--- src/hdl/assert_macros.svh ---
// Assertion macros for the RTL file that carries checks.
// Each use expects a clock named clk and an active-low reset named rst_n
// in the enclosing scope.
`ifndef ASSERT_MACROS_SVH
`define ASSERT_MACROS_SVH

// Check that is switched off while reset is held.
`define TTS_ASSERT(lbl, prop, msg) \
  lbl: assert property (@(posedge clk) disable iff (!rst_n) prop) else $error(msg);

// Check that also runs through reset, for reset behaviour itself.
`define TTS_ASSERT_RST(lbl, prop, msg) \
  lbl: assert property (@(posedge clk) prop) else $error(msg);

`endif

--- src/hdl/tts_pkg.sv ---
// ----------------------------------------------------------------------------
// tts_pkg
// Shared types, constants and helpers of the task table scheduler.
// ----------------------------------------------------------------------------
`default_nettype none

package tts_pkg;

  // Number of task slots in the priority table.
  localparam int unsigned TASK_SLOTS = 64;

  localparam int unsigned SLOT_W = (TASK_SLOTS > 1) ? $clog2(TASK_SLOTS) : 1;
  localparam int unsigned CNT_W  = $clog2(TASK_SLOTS + 1);
  localparam int unsigned PRIO_W = 8;
  localparam int unsigned IDX_W  = 6;
  localparam int unsigned STAT_W = 2;

  typedef enum logic {
    CMD_CREATE   = 1'b0,
    CMD_SCHEDULE = 1'b1
  } cmd_t;

  typedef enum logic {
    MODE_RR   = 1'b0,
    MODE_PRIO = 1'b1
  } mode_t;

  typedef enum logic [STAT_W-1:0] {
    ST_OK       = 2'd0,
    ST_FULL     = 2'd1,
    ST_NO_TASKS = 2'd2
  } status_t;

  typedef enum logic [1:0] {
    S_IDLE,
    S_FETCH,
    S_SCAN,
    S_PUSH
  } state_t;

  // Commands from the controller to the datapath.
  typedef struct packed {
    logic create;      // store a new task, or report a full table
    logic sched_rr;    // advance the current task round-robin
    logic no_tasks;    // answer with the no-tasks status
    logic pick_start;  // read the current task's priority
    logic pick_fetch;  // capture it and start the scan at slot 0
    logic pick_step;   // move the scan on by one slot
    logic pick_hit;    // answer with the slot under compare
    logic pick_miss;   // answer with the current task
    logic push;        // move the result into the output register
  } ctl_t;

  // Status from the datapath to the controller.
  typedef struct packed {
    logic  cnt_zero;
    mode_t mode;
    logic  scan_hit;
    logic  scan_last;
    logic  out_free;
  } stat_t;

  // Low IDX_W bits of a slot number, zero-extended where slots are fewer.
  function automatic logic [IDX_W-1:0] slot_to_index(input logic [SLOT_W-1:0] slot);
    logic [SLOT_W+IDX_W-1:0] wide;
    wide = {{IDX_W{1'b0}}, slot};
    return wide[IDX_W-1:0];
  endfunction

endpackage

`default_nettype wire

--- src/hdl/tts_in_if.sv ---
// ----------------------------------------------------------------------------
// tts_in_if
// Request channel: command and priority of a new task.
// ----------------------------------------------------------------------------
`default_nettype none

interface tts_in_if;
  logic                           valid;
  logic                           ready;
  logic                           cmd;
  logic [tts_pkg::PRIO_W-1:0]     task_priority;

  modport source (output valid, output cmd, output task_priority, input ready);
  modport sink   (input valid, input cmd, input task_priority, output ready);
endinterface

`default_nettype wire

--- src/hdl/tts_out_if.sv ---
// ----------------------------------------------------------------------------
// tts_out_if
// Result channel: status and slot index.
// ----------------------------------------------------------------------------
`default_nettype none

interface tts_out_if;
  logic                           valid;
  logic                           ready;
  logic [tts_pkg::STAT_W-1:0]     status;
  logic [tts_pkg::IDX_W-1:0]      task_index;

  modport source (output valid, output status, output task_index, input ready);
  modport sink   (input valid, input status, input task_index, output ready);
endinterface

`default_nettype wire

--- src/hdl/tts_ram.sv ---
// ----------------------------------------------------------------------------
// tts_ram
// Generic single-write, single-read RAM with registered read data.
// ----------------------------------------------------------------------------
`default_nettype none

module tts_ram #(
  parameter int unsigned WIDTH = 8,
  parameter int unsigned DEPTH = 64,
  parameter int unsigned AW    = (DEPTH > 1) ? $clog2(DEPTH) : 1
) (
  input  wire logic             clk,
  input  wire logic             wr_en,
  input  wire logic [AW-1:0]    wr_addr,
  input  wire logic [WIDTH-1:0] wr_data,
  input  wire logic [AW-1:0]    rd_addr,
  output logic      [WIDTH-1:0] rd_data
);

  logic [WIDTH-1:0] mem [DEPTH];

  always_ff @(posedge clk) begin
    if (wr_en) begin
      mem[wr_addr] <= wr_data;
    end
    rd_data <= mem[rd_addr];
  end

endmodule

`default_nettype wire

--- src/hdl/tts_datapath.sv ---
// ----------------------------------------------------------------------------
// tts_datapath
// Task count, current task, priority table, scan compare and result registers.
// ----------------------------------------------------------------------------
`default_nettype none

module tts_datapath (
  input  wire logic                         clk,
  input  wire logic                         rst_n,
  input  wire logic                         cfg_we,
  input  wire logic                         cfg_wdata,
  input  wire logic [tts_pkg::PRIO_W-1:0]   new_priority,
  input  wire tts_pkg::ctl_t                ctl,
  output tts_pkg::stat_t                    stat,
  tts_out_if.source                         out_chan
);

  logic [tts_pkg::CNT_W-1:0]  task_count_r,   task_count_nxt;
  logic [tts_pkg::SLOT_W-1:0] current_task_r, current_task_nxt;
  tts_pkg::mode_t             policy_mode_r;
  logic [tts_pkg::PRIO_W-1:0] cur_prio_r;
  logic [tts_pkg::SLOT_W-1:0] cmp_idx_r,      cmp_idx_nxt;
  tts_pkg::status_t           res_status_r,   res_status_nxt;
  logic [tts_pkg::SLOT_W-1:0] res_slot_r,     res_slot_nxt;
  logic                       out_valid_r;
  tts_pkg::status_t           out_status_r;
  logic [tts_pkg::IDX_W-1:0]  out_index_r;

  logic                       table_full;
  logic [tts_pkg::CNT_W-1:0]  rr_next;
  logic [tts_pkg::CNT_W-1:0]  cmp_next;
  logic [tts_pkg::SLOT_W-1:0] rd_addr;
  logic [tts_pkg::PRIO_W-1:0] rd_data;
  logic                       wr_en;

  tts_ram #(
    .WIDTH (tts_pkg::PRIO_W),
    .DEPTH (tts_pkg::TASK_SLOTS)
  ) u_table (
    .clk     (clk),
    .wr_en   (wr_en),
    .wr_addr (task_count_r[tts_pkg::SLOT_W-1:0]),
    .wr_data (new_priority),
    .rd_addr (rd_addr),
    .rd_data (rd_data)
  );

  assign table_full = (task_count_r == tts_pkg::CNT_W'(tts_pkg::TASK_SLOTS));
  assign wr_en      = ctl.create && !table_full;
  assign rr_next    = tts_pkg::CNT_W'(current_task_r) + tts_pkg::CNT_W'(1);
  assign cmp_next   = tts_pkg::CNT_W'(cmp_idx_r) + tts_pkg::CNT_W'(1);

  // Read port: current task first, then slot 0, then, one slot a cycle, the slot after the one under compare.
  always_comb begin
    priority if (ctl.pick_start) begin
      rd_addr = current_task_r;
    end else if (ctl.pick_fetch) begin
      rd_addr = '0;
    end else begin
      rd_addr = cmp_next[tts_pkg::SLOT_W-1:0];
    end
  end

  assign stat.cnt_zero  = (task_count_r == '0);
  assign stat.mode      = policy_mode_r;
  assign stat.scan_hit  = (cmp_idx_r != current_task_r) && (rd_data <= cur_prio_r);
  assign stat.scan_last = (cmp_next >= task_count_r);
  assign stat.out_free  = !out_valid_r || out_chan.ready;

  always_comb begin
    task_count_nxt   = task_count_r;
    current_task_nxt = current_task_r;
    cmp_idx_nxt      = cmp_idx_r;
    res_status_nxt   = res_status_r;
    res_slot_nxt     = res_slot_r;
    if (ctl.create) begin
      if (table_full) begin
        res_status_nxt = tts_pkg::ST_FULL;
        res_slot_nxt   = '0;
      end else begin
        res_status_nxt = tts_pkg::ST_OK;
        res_slot_nxt   = task_count_r[tts_pkg::SLOT_W-1:0];
        task_count_nxt = task_count_r + tts_pkg::CNT_W'(1);
      end
    end
    if (ctl.sched_rr) begin
      current_task_nxt = (rr_next >= task_count_r) ? '0 : rr_next[tts_pkg::SLOT_W-1:0];
      res_status_nxt   = tts_pkg::ST_OK;
      res_slot_nxt     = current_task_nxt;
    end
    if (ctl.no_tasks) begin
      res_status_nxt = tts_pkg::ST_NO_TASKS;
      res_slot_nxt   = '0;
    end
    if (ctl.pick_fetch) begin
      cmp_idx_nxt = '0;
    end
    if (ctl.pick_step) begin
      cmp_idx_nxt = cmp_next[tts_pkg::SLOT_W-1:0];
    end
    if (ctl.pick_hit) begin
      res_status_nxt = tts_pkg::ST_OK;
      res_slot_nxt   = cmp_idx_r;
    end
    if (ctl.pick_miss) begin
      res_status_nxt = tts_pkg::ST_OK;
      res_slot_nxt   = current_task_r;
    end
  end

  always_ff @(posedge clk) begin
    if (!rst_n) begin
      task_count_r   <= '0;
      current_task_r <= '0;
      policy_mode_r  <= tts_pkg::MODE_RR;
      out_valid_r    <= 1'b0;
    end else begin
      task_count_r   <= task_count_nxt;
      current_task_r <= current_task_nxt;
      if (cfg_we) begin
        policy_mode_r <= tts_pkg::mode_t'(cfg_wdata);
      end
      if (ctl.push) begin
        out_valid_r <= 1'b1;
      end else if (out_chan.ready) begin
        out_valid_r <= 1'b0;
      end
    end
  end

  always_ff @(posedge clk) begin
    cmp_idx_r    <= cmp_idx_nxt;
    res_status_r <= res_status_nxt;
    res_slot_r   <= res_slot_nxt;
    if (ctl.pick_fetch) begin
      cur_prio_r <= rd_data;
    end
    if (ctl.push) begin
      out_status_r <= res_status_r;
      out_index_r  <= tts_pkg::slot_to_index(res_slot_r);
    end
  end

  assign out_chan.valid      = out_valid_r;
  assign out_chan.status     = out_status_r;
  assign out_chan.task_index = out_index_r;

endmodule

`default_nettype wire

--- src/hdl/tts_ctrl.sv ---
// ----------------------------------------------------------------------------
// tts_ctrl
// Sequencer: takes a request, runs the priority scan, hands off the result.
// ----------------------------------------------------------------------------
`default_nettype none

module tts_ctrl (
  input  wire logic            clk,
  input  wire logic            rst_n,
  tts_in_if.sink               in_chan,
  input  wire tts_pkg::stat_t  stat,
  output tts_pkg::ctl_t        ctl,
  output tts_pkg::state_t      state
);

  tts_pkg::state_t state_r, state_nxt;

  always_ff @(posedge clk) begin
    if (!rst_n) begin
      state_r <= tts_pkg::S_IDLE;
    end else begin
      state_r <= state_nxt;
    end
  end

  always_comb begin
    state_nxt     = state_r;
    ctl           = '0;
    in_chan.ready = 1'b0;
    unique case (state_r)
      tts_pkg::S_IDLE: begin
        in_chan.ready = 1'b1;
        if (in_chan.valid) begin
          priority if (in_chan.cmd == tts_pkg::CMD_CREATE) begin
            ctl.create = 1'b1;
            state_nxt  = tts_pkg::S_PUSH;
          end else if (stat.cnt_zero) begin
            ctl.no_tasks = 1'b1;
            state_nxt    = tts_pkg::S_PUSH;
          end else if (stat.mode == tts_pkg::MODE_RR) begin
            ctl.sched_rr = 1'b1;
            state_nxt    = tts_pkg::S_PUSH;
          end else begin
            ctl.pick_start = 1'b1;
            state_nxt      = tts_pkg::S_FETCH;
          end
        end
      end
      tts_pkg::S_FETCH: begin
        ctl.pick_fetch = 1'b1;
        state_nxt      = tts_pkg::S_SCAN;
      end
      tts_pkg::S_SCAN: begin
        priority if (stat.scan_hit) begin
          ctl.pick_hit = 1'b1;
          state_nxt    = tts_pkg::S_PUSH;
        end else if (stat.scan_last) begin
          ctl.pick_miss = 1'b1;
          state_nxt     = tts_pkg::S_PUSH;
        end else begin
          ctl.pick_step = 1'b1;
        end
      end
      tts_pkg::S_PUSH: begin
        if (stat.out_free) begin
          ctl.push  = 1'b1;
          state_nxt = tts_pkg::S_IDLE;
        end
      end
      default: begin
        state_nxt = tts_pkg::S_IDLE;
      end
    endcase
  end

  assign state = state_r;

endmodule

`default_nettype wire

--- src/hdl/task_table_scheduler.sv ---
// ----------------------------------------------------------------------------
// task_table_scheduler
// Task priority table with round-robin and priority-ordered task selection.
// ----------------------------------------------------------------------------
// Usage:
//   in_chan  : valid/ready request channel carrying cmd and task_priority.
//              A create request stores the priority in the next free slot;
//              a schedule request asks for the next task to run.
//   out_chan : valid/ready result channel carrying status and task_index,
//              exactly one result per request, in request order.
//   cfg_we / cfg_wdata : policy_mode register, 0 round-robin, 1 priority;
//              write it only while no request is in flight.
//   Sequence : create, round-robin and no-task requests go from idle to the
//              push state; a priority pick fetches the current task's priority,
//              then scans from slot 0, n slots (1..count), then pushes.
//   Throughput: a new request is taken only back in idle, after the last result
//              is pushed to the output register; the scan reads one table entry
//              a cycle through the single RAM read port.
//   Reset    : rst_n (synchronous) empties the table count, zeroes the current
//              task, selects round-robin and drops any pending result.
//   Stall    : a finished result waits in the output register; the block still
//              takes one further request and holds its result until the
//              output register frees.
// ----------------------------------------------------------------------------
`default_nettype none

`include "assert_macros.svh"

module task_table_scheduler (
  input  wire logic   clk,
  input  wire logic   rst_n,
  tts_in_if.sink      in_chan,
  tts_out_if.source   out_chan,
  input  wire logic   cfg_we,
  input  wire logic   cfg_wdata
);

  tts_pkg::ctl_t   ctl;
  tts_pkg::stat_t  stat;
  tts_pkg::state_t state;
  logic            req_taken;
  logic            seq_busy;

  // Sequencer: owns the request handshake and steps the datapath.
  tts_ctrl u_ctrl (
    .clk     (clk),
    .rst_n   (rst_n),
    .in_chan (in_chan),
    .stat    (stat),
    .ctl     (ctl),
    .state   (state)
  );

  // Datapath: table RAM, counters, scan compare and output register.
  tts_datapath u_datapath (
    .clk          (clk),
    .rst_n        (rst_n),
    .cfg_we       (cfg_we),
    .cfg_wdata    (cfg_wdata),
    .new_priority (in_chan.task_priority),
    .ctl          (ctl),
    .stat         (stat),
    .out_chan     (out_chan)
  );

  assign req_taken = in_chan.valid && in_chan.ready;
  assign seq_busy  = (state != tts_pkg::S_IDLE) && !in_chan.ready;

  // Hold no result out of reset.
  `TTS_ASSERT_RST(a_reset_drops_result, !rst_n |=> !out_chan.valid, "result valid after reset")

  // Advance the sequencer off idle after every accepted request.
  `TTS_ASSERT(a_one_in_flight, req_taken |=> seq_busy, "second request taken while busy")

  // Drive at most one datapath command per cycle.
  `TTS_ASSERT(a_single_cmd, $onehot0(ctl), "conflicting datapath commands")

  // Load the output register only when it is free.
  `TTS_ASSERT(a_push_free, ctl.push |-> stat.out_free, "result overwritten before taken")

endmodule

`default_nettype wire
--- src/flat_wrapper.sv ---
// flat-port wrapper written by rule: the top's interface ports become plain ports
module task_table_scheduler_flat 
  (clk, rst_n, cfg_we, cfg_wdata, in_chan_valid, in_chan_cmd, in_chan_task_priority, in_chan_ready, out_chan_valid, out_chan_status, out_chan_task_index, out_chan_ready);
  tts_in_if in_chan_i ();
  tts_out_if out_chan_i ();
  input  wire logic clk;
  input  wire logic rst_n;
  input  wire logic cfg_we;
  input  wire logic cfg_wdata;
  input wire logic [$bits(in_chan_i.valid)-1:0] in_chan_valid;
  input wire logic [$bits(in_chan_i.cmd)-1:0] in_chan_cmd;
  input wire logic [$bits(in_chan_i.task_priority)-1:0] in_chan_task_priority;
  output wire logic [$bits(in_chan_i.ready)-1:0] in_chan_ready;
  output wire logic [$bits(out_chan_i.valid)-1:0] out_chan_valid;
  output wire logic [$bits(out_chan_i.status)-1:0] out_chan_status;
  output wire logic [$bits(out_chan_i.task_index)-1:0] out_chan_task_index;
  input wire logic [$bits(out_chan_i.ready)-1:0] out_chan_ready;
  assign in_chan_i.valid = in_chan_valid;
  assign in_chan_i.cmd = in_chan_cmd;
  assign in_chan_i.task_priority = in_chan_task_priority;
  assign in_chan_ready = in_chan_i.ready;
  assign out_chan_valid = out_chan_i.valid;
  assign out_chan_status = out_chan_i.status;
  assign out_chan_task_index = out_chan_i.task_index;
  assign out_chan_i.ready = out_chan_ready;
  task_table_scheduler u_core (.clk(clk), .rst_n(rst_n), .in_chan(in_chan_i), .out_chan(out_chan_i), .cfg_we(cfg_we), .cfg_wdata(cfg_wdata));
endmodule
--- config.mk ---
export PLATFORM = sky130hd
export DESIGN_NAME = task_table_scheduler_flat
export DESIGN_NICKNAME = d
export VERILOG_FILES = /design/src/hdl/tts_pkg.sv /design/src/hdl/tts_in_if.sv /design/src/hdl/tts_out_if.sv /design/src/hdl/tts_ram.sv /design/src/hdl/tts_datapath.sv /design/src/hdl/tts_ctrl.sv /design/src/hdl/task_table_scheduler.sv /design/src/flat_wrapper.sv
export VERILOG_INCLUDE_DIRS = /design/src /design/src/hdl
export SDC_FILE = /design/constraint.sdc
export NUM_CORES = 1
export LEC_CHECK = 0
export ABC_AREA = 1
export ABC_CLOCK_PERIOD_IN_PS = 2600
export BUFFER_PORTS_ARGS = -buffer_cell sky130_fd_sc_hd__buf_2
export CAP_MARGIN = 20
export CORE_MARGIN = 4
export CORE_UTILIZATION = 57
export DETAILED_ROUTE_END_ITERATION = 8
export PLACE_DENSITY = 0.82
export SLEW_MARGIN = 10
export SYNTH_ARGS = -nofsm -noshare
export SYNTH_HDL_FRONTEND = slang
export SYNTH_SLANG_ARGS = --single-unit
export TNS_END_PERCENT = 100
--- constraint.sdc ---
create_clock -name clk -period 2.6 [get_ports clk]
set_input_delay 0.13 -clock clk [delete_from_list [all_inputs] [get_ports clk]]
set_output_delay 0.13 -clock clk [all_outputs]
set_load 0.03 [all_outputs]
; ---- Yosys cells after proc, flatten, opt, wreduce, memory -nomap -nowiden
; Memory sizes are Yosys's and may differ from the RTL's. A register that Yosys moved wholly into a read port is not among the register bits.
; Index checks and enable logic that the tools add are counted.
[word_totals]
regBits = 47
ram_bits = 512
in_bits = 15
n_memories = 1
[op_classes]
n_addsub = 3
magnitude_cmp = 3
eq_ne = 8
muxes = 46
bitwise = 1
n_reduce_logical = 15
[mem_list]
columns = name, words, width, read_ports, rd_ports_with_merged_regs, wr, line
row1 = u_core.u_datapath.u_table.mem, 64, 8, 1, 1, 1, tts_ram.sv:20  ; logic [WIDTH-1:0] mem [DEPTH];
[op_table]
columns = cell, count
row1 = $mux W6, 11
row2 = $mux W1, 20
row3 = $mux W2, 10
row4 = $add A6 B1 Y7 const B, 2
row5 = $ge A7 B7 Y1, 2
row6 = $le A8 B8 Y1, 1
row7 = $mux W4, 2
row8 = $pmux W2 S4, 1
row9 = $add A7 B1 Y7 const B, 1
row10 = $eq A7 B7 Y1 const B, 1
row11 = $logic_not A7 Y1, 1
row12 = $mux W3, 2
row13 = $ne A6 B6 Y1, 1
row14 = $reduce_bool A5 Y1, 1
row15 = $eq A2 B2 Y1 const B, 2
row16 = $reduce_bool A2 Y1, 2
row17 = $reduce_or A4 Y1, 1
row18 = $ne A3 B1 Y1 const B, 1
row19 = $reduce_and A3 Y1, 1
row20 = $reduce_bool A3 Y1, 1
row21 = $eq A2 B1 Y1 const B, 1
row22 = $logic_and A1 B1 Y1, 2
row23 = $logic_not A1 Y1, 2
row24 = $logic_not A2 Y1, 1
row25 = other kinds (6), 6

; ---- Depth between registers and ports, before layout
[depth]
ltp_word = 10
depth_mapped = 17
mapped_depth_nobuf = 16

; ---- Cells and area by module
; A second synthesis with hierarchy kept.
[unflattened]
hier_cells = 2171
hier_area_um2 = 24364.6
[by_module_without_submodules]
columns = mod, n_inst, cells_each, area_per_inst_um2, seq_area_each_um2
row1 = tts_ram, 1, 1805, 21339.2, 15534.9
row2 = tts_datapath, 1, 322, 2752.6, 1181.1
row3 = tts_ctrl, 1, 44, 272.8, 40.0

; ---- Least setup slack after synthesis
; OpenSTA, ideal clock, no wires.
[synth_timing]
kind = reg-to-reg
from = register u_core.u_datapath.cmp_idx_r[2] in the netlist's numbering
to = register u_core.u_datapath.res_slot_r[0] in the netlist's numbering, enable pin
arrival_ns = 2.211
path_slack_ns = 0.081
stages_incl_launch_ff = 14
synth_period_minus_slack_ns = 2.519
path_cell_list = edfxtp_1 clkbuf_1 nand4_1 nor2_1 xor2_1 inv_1 ha_1 nand2_1 inv_1 nand4_1 o2111ai_1 nand3_1 clkbuf_1 nand3_1
[synth_via]
elab_chain_cells = 6
[synth_rtl]
columns = item, line
row1 = from (decl), tts_datapath.sv:22  ; logic [tts_pkg::SLOT_W-1:0] cmp_idx_r, cmp_idx_nxt;
row2 = from (signal assigned), tts_datapath.sv:132  ; cmp_idx_r <= cmp_idx_nxt;
row3 = $add A6 B1 Y7, tts_datapath.sv:51  ; assign cmp_next = tts_pkg::CNT_W'(cmp_idx_r) + tts_pkg::CNT_W'(1);
row4 = net u_core.u_datapath.cmp_next (one bit), tts_datapath.sv:31  ; logic [tts_pkg::CNT_W-1:0] cmp_next;
row5 = $ge A7 B7 Y1, tts_datapath.sv:67  ; assign stat.scan_last = (cmp_next >= task_count_r);
row6 = $mux W1, tts_ctrl.sv:57  ; end else if (stat.scan_last) begin
row7 = $mux W1, tts_ctrl.sv:54  ; priority if (stat.scan_hit) begin
row8 = $mux W3, tts_ctrl.sv:30  ; unique case (state_r)
row9 = $reduce_bool A5 Y1 (no line), -
row10 = to (signal assigned), tts_datapath.sv:134  ; res_slot_r <= res_slot_nxt;
row11 = to (decl), tts_datapath.sv:24  ; logic [tts_pkg::SLOT_W-1:0] res_slot_r, res_slot_nxt;
; The timed path passes the listed nets, and every way through them passes these cells.
; A chain may end at the register's enable or synchronous reset.

; ---- Final worst setup path
[layout_timing]
from = register u_core.u_ctrl.state_r[0], in the netlist u_core.u_ctrl.state[0]
to = register u_core.u_datapath.u_table.rd_data[3], read port of u_core.u_datapath.u_table.mem
[layout_via]
elab_chain_cells = 4
[layout_rtl]
columns = item, line
row1 = from (decl), tts_ctrl.sv:16  ; tts_pkg::state_t state_r, state_nxt;
row2 = from (signal assigned), tts_ctrl.sv:20  ; state_r <= tts_pkg::S_IDLE;
row3 = from (signal assigned), tts_ctrl.sv:22  ; state_r <= state_nxt;
row4 = $eq A2 B1 Y1, tts_ctrl.sv:30
row5 = $mux W1, tts_ctrl.sv:30
row6 = $mux W6, tts_datapath.sv:57  ; end else if (ctl.pick_fetch) begin
row7 = $mux W6 *, tts_datapath.sv:55  ; priority if (ctl.pick_start) begin
row8 = to (decl), tts_ram.sv:17  ; output logic [WIDTH-1:0] rd_data
; Mark *: on every way between the ends. The rest lies on a longest branch, timed or not.

==> results by group <==
Clock tree
  – Clock Latency Late Sink: 0.61 ns
  – Max Root-Sink Buffers: 3
  – Clock Pin Slew Worst Setup and Hold Paths: 0.06 ns
  – Clock tree sinks: 567
  – CTS tree: yes
  – TritonCTS buffer count: 54
  – Root buffer cell: clkbuf_16
  – H-Tree Depth: 2

Worst setup path
  – Crit. End Element: register
  – Most frequent CP cell: nand3_1
  – CP arrival: 3.11 ns
  – Slowest cell delay on critical path: 0.34 ns
  – CP startpoint kind: register
  – Crit-path max FO: 18
  – Worst path cell trace: inv_1 -> ha_2 -> nand2_2 -> inv_2 -> nand3_4 -> buf_6 -> nand3_2 -> nand2_8 -> buf_16 -> nand3_1 -> nand3_1 -> nand3_1 -> nand3_1 -> nand3_1 -> nand2_1
  – Slowest CP cell: dfxtp_2
  – CP bufs+invs: 4
  – Crit-path leading delay family: simple AND/OR/NAND/NOR gates
  – Critical path class: reg2reg
  – CP Data Required Time: 3.11 ns

Synthesis
  – #FFs+latches synth: 567
  – Post-synthesis simple-gate area fraction: 21.8%
  – Post-synthesis instance total: 2,542
  – Sequential share of the synthesized area: 65.4%
  – Mean post-synth cell area: 10.1 um2
  – Mux contribution to synthesized area: 0%
  – Post-synthesis compound-gate area fraction: 1.42%
  – Main combinational cell family by area after synthesis: simple AND/OR/NAND/NOR gates
  – Post-synthesis xor/xnor area fraction: 0.308%
  – Unique cell type count in the Yosys netlist: 36
  – Adder-Cell Fraction of Synth Area: 1.47%
  – YS warnings: 0
  – Cell Area, Synth: 0.0256 mm2
  – Syn nets: 2,587

STA
  – Final Critical Period: 2.60 ns
  – Max Freq: 384 MHz
  – Final setup margin: -0.00133 ns
  – Layout Skew: 0.0219 ns
  – Final Hold Fails: 0
  – Hold slack: 0.0418 ns
  – Final setup viols: 1
  – Slew @ Worst Pin: 0.906 ns
  – RSZ-0062 raised after global routing: yes
  – Tcrit/Tclk final: 100%
  – Max Slew Vio Count: 0
  – Slew headroom: 39.6%

Routing
  – Antenna-violating nets left: 0
  – Per-cell routed wire length: 20.9 um
  – DR vias: 19.5k
  – Vias per inst: 5.78
  – DRT iter0 DRCs: 2,500
  – TritonRoute pass-1 iters: 9
  – Routed wire length: 70.5 mm
  – Post-route DRC: 0

Power
  – VDD IR max: 1090 uV
  – P_leak: 13.0 nW
  – Tot Pwr: 33.5 mW
  – PwrDens: 1110 mW/mm2

Placement
  – Hpwl dp: 41.3 mm
  – Number of port buffers: 24
  – GP Congestion: 0.951

Floorplanning
  – Core area: 0.0443 mm2
  – Die Wd: 220 um
  – Initial core utilization: 57.8%
  – FP Rows: 77
  – Die area: 0.0484 mm2
  – Io pins: 25
  – Die Ht: 220 um

GRT
  – First-pass GRT wire length: 104 mm
  – Maximum number of pins on one net before global-route repair: 81
  – Vias in the first global route: 18.9k
  – Overflow left after global routing: 0
  – Tot GR Track Use: 27.9%
  – Antenna violations before repair: 0

Min path
  – Worst hold path class: in2reg

Run
  – Maxcap violations: 0

Cells and area
  – Share of layout cells above drive strength 1: 14.7%
  – Final #Nets: 2,783
  – Synth-to-Final Area Change: 18.3%
  – Ant. Diodes: 0

Status
  – Status: complete, but fails checks
  – Failing checks: negative setup slack
final timing paths:
check	start	endpoint	slack, ns	depth (start not counted)
worst min-delay path	in_chan_valid	u_core.u_ctrl.state[1]$_SDFFE_PN0P_	0.04	5
worst max register to register	u_core.u_ctrl.state[0]$_SDFFE_PN0P_	u_core.u_datapath.u_table.rd_data[3]$_DFF_P_	-0.001	15
worst max-delay path	u_core.u_ctrl.state[0]$_SDFFE_PN0P_	u_core.u_datapath.u_table.rd_data[3]$_DFF_P_	-0.001	15
worst min register to register	u_core.u_datapath.res_slot_r[2]$_DFFE_PP_	u_core.u_datapath.out_chan.task_index[2]$_DFFE_PP_	0.42	0
cell usage in the layout, fill, tap and decap left out, types with 5 or more instances in the layout:
cell / synthesis / routed
nand2_1: 549 / 541
edfxtp_1: 540 / 540
inv_1: 503 / 499
nand3_1: 525 / 493
buf_4: 15 / 171
nor2_1: 108 / 102
clkbuf_16: 0 / 60
nand3b_1: 32 / 32
nand3_2: 0 / 30
a21oi_1: 29 / 29
ha_1: 30 / 24
buf_2: 64 / 24
o21ai_0: 25 / 20
dfxtp_1: 27 / 20
clkinv_1: 3 / 19
buf_12: 0 / 18
buf_6: 0 / 15
nand4_1: 14 / 14
clkinv_2: 0 / 11
clkbuf_1: 24 / 8
dlygate4sd3_1: 0 / 7
dfxtp_2: 0 / 7
inv_2: 4 / 6
nor3_1: 8 / 6
nor2_2: 1 / 5
nand2_4: 3 / 5
nand2_2: 2 / 5
nand2_8: 0 / 5
final cells by class:
class                      instances  area (um2)
sequential                       567       16800
fill                            3047       14000
multi-input combinational       1355        6810
timing repair buffer             250        2350
inverter                         510        1920
clock buffer                      65        1420
tap                              592         741
clock inverter                    36         294
state kept, by name (all words and copies together), names as in the netlist:
name	flops
u_core.u_datapath.res_status_r	2
u_core.u_datapath.res_slot_r	6
u_core.u_datapath.out_chan.status	2
u_core.u_datapath.cmp_idx_r	6
u_core.u_datapath.out_chan.valid	1
u_core.u_datapath.out_chan.task_index	6
u_core.u_datapath.current_task_r	6
u_core.u_datapath.u_table.mem	512
u_core.u_datapath.u_table.rd_data	8
u_core.u_datapath.policy_mode_r	1
u_core.u_datapath.task_count_r	7
u_core.u_datapath.cur_prio_r	8
u_core.u_ctrl.state	2
routing by layer:
layer,vias up,track usage (%),wire length [um]
li1,8742,-,-
met1,9216,35.7,25300
met2,1262,45.3,33200
met3,278,7.07,8410
met4,0,12.8,3660
met5,-,0,0
through the flow:
| step | area (um2) | setup TNS (ns) | worst slack (ns) | instances | util (%) |
|---|---|---|---|---|---|
| floorplan | 25600 | 0 | 0.0814 | 2542 | - |
| global placement | 27500 | -1.02 | -0.127 | 3224 | 62.0 |
| detailed placement | 27500 | -2.74 | -0.198 | 3224 | 62.0 |
| CTS | 29500 | 0 | 0.00982 | 3345 | 66.6 |
| global route | 30300 | -2.26 | -0.168 | 3375 | 68.4 |
| finish | 30300 | -0.00133 | -0.00133 | 3375 | 68.4 |
cell usage after synthesis:
cell	instances	share of area, %
nor2_2	1	0.024
edfxtp_1	540	63
a21oi_1	29	0.57
nand3_4	1	0.068
nand3b_1	32	0.94
xnor2_1	3	0.10
o22ai_2	2	0.098
inv_2	4	0.059
buf_2	64	1.3
nand2_1	549	8.0
buf_4	15	0.44
and2_0	1	0.024
inv_1	503	7.4
o21a_1	1	0.029
clkinv_1	3	0.044
nor2_1	108	1.6
o22ai_1	2	0.049
nand3_1	525	10
a211oi_1	1	0.029
clkbuf_1	24	0.35
nand2_4	3	0.13
ha_1	30	1.5
dfxtp_1	27	2.1
o21ai_1	1	0.020
o2111ai_1	1	0.034
buf_1	9	0.13
nand4_2	1	0.049
nor3_1	8	0.16
nand4_1	14	0.34
o21ai_0	25	0.49
nor3_2	1	0.039
xor2_1	6	0.21
a31oi_1	3	0.073
nor4_1	2	0.049
nand2_2	2	0.049
o211ai_1	1	0.029
cells by family after synthesis:
family                   count (synthesis)
AND/OR/NAND/NOR                       1248
XOR/XNOR                                 9
adder cells (fa/ha/maj)                 30
AO/OA/AOI/OAI                           66
buffers and inverters                  622
flip-flops                             567
worst min-delay path: cells and delay by family:
kind                   cells  cell delay, ns
and+or+nand+nor            1            0.07
AOI/OAI and AO/OA          2            0.23
buffers and inverters      2            0.17
where the power goes:
part | internal, mW | leakage (nW) | switching [mW] | total [mW]
Sequential | 10.4 | 5.09 | 0.186 | 10.6
Combinational | 5.33 | 7.08 | 9.91 | 15.2
Clock | 4.30 | 0.838 | 3.39 | 7.69
repair_timing:
| action | 4_1_cts | 5_1_grt |
|---|---|---|
| resized for setup | 17 | 102 |
| buffers inserted | 9 | 22 |
| cloned | 4 | 8 |
| endpoints found under the hold margin | 35 | 0 |
| setup endpoints to repair | 27 | 300 |
| hold buffers | 7 | 0 |
| pin swaps | 3 | 14 |
No activity file was read; power rests on OpenSTA's default activity.
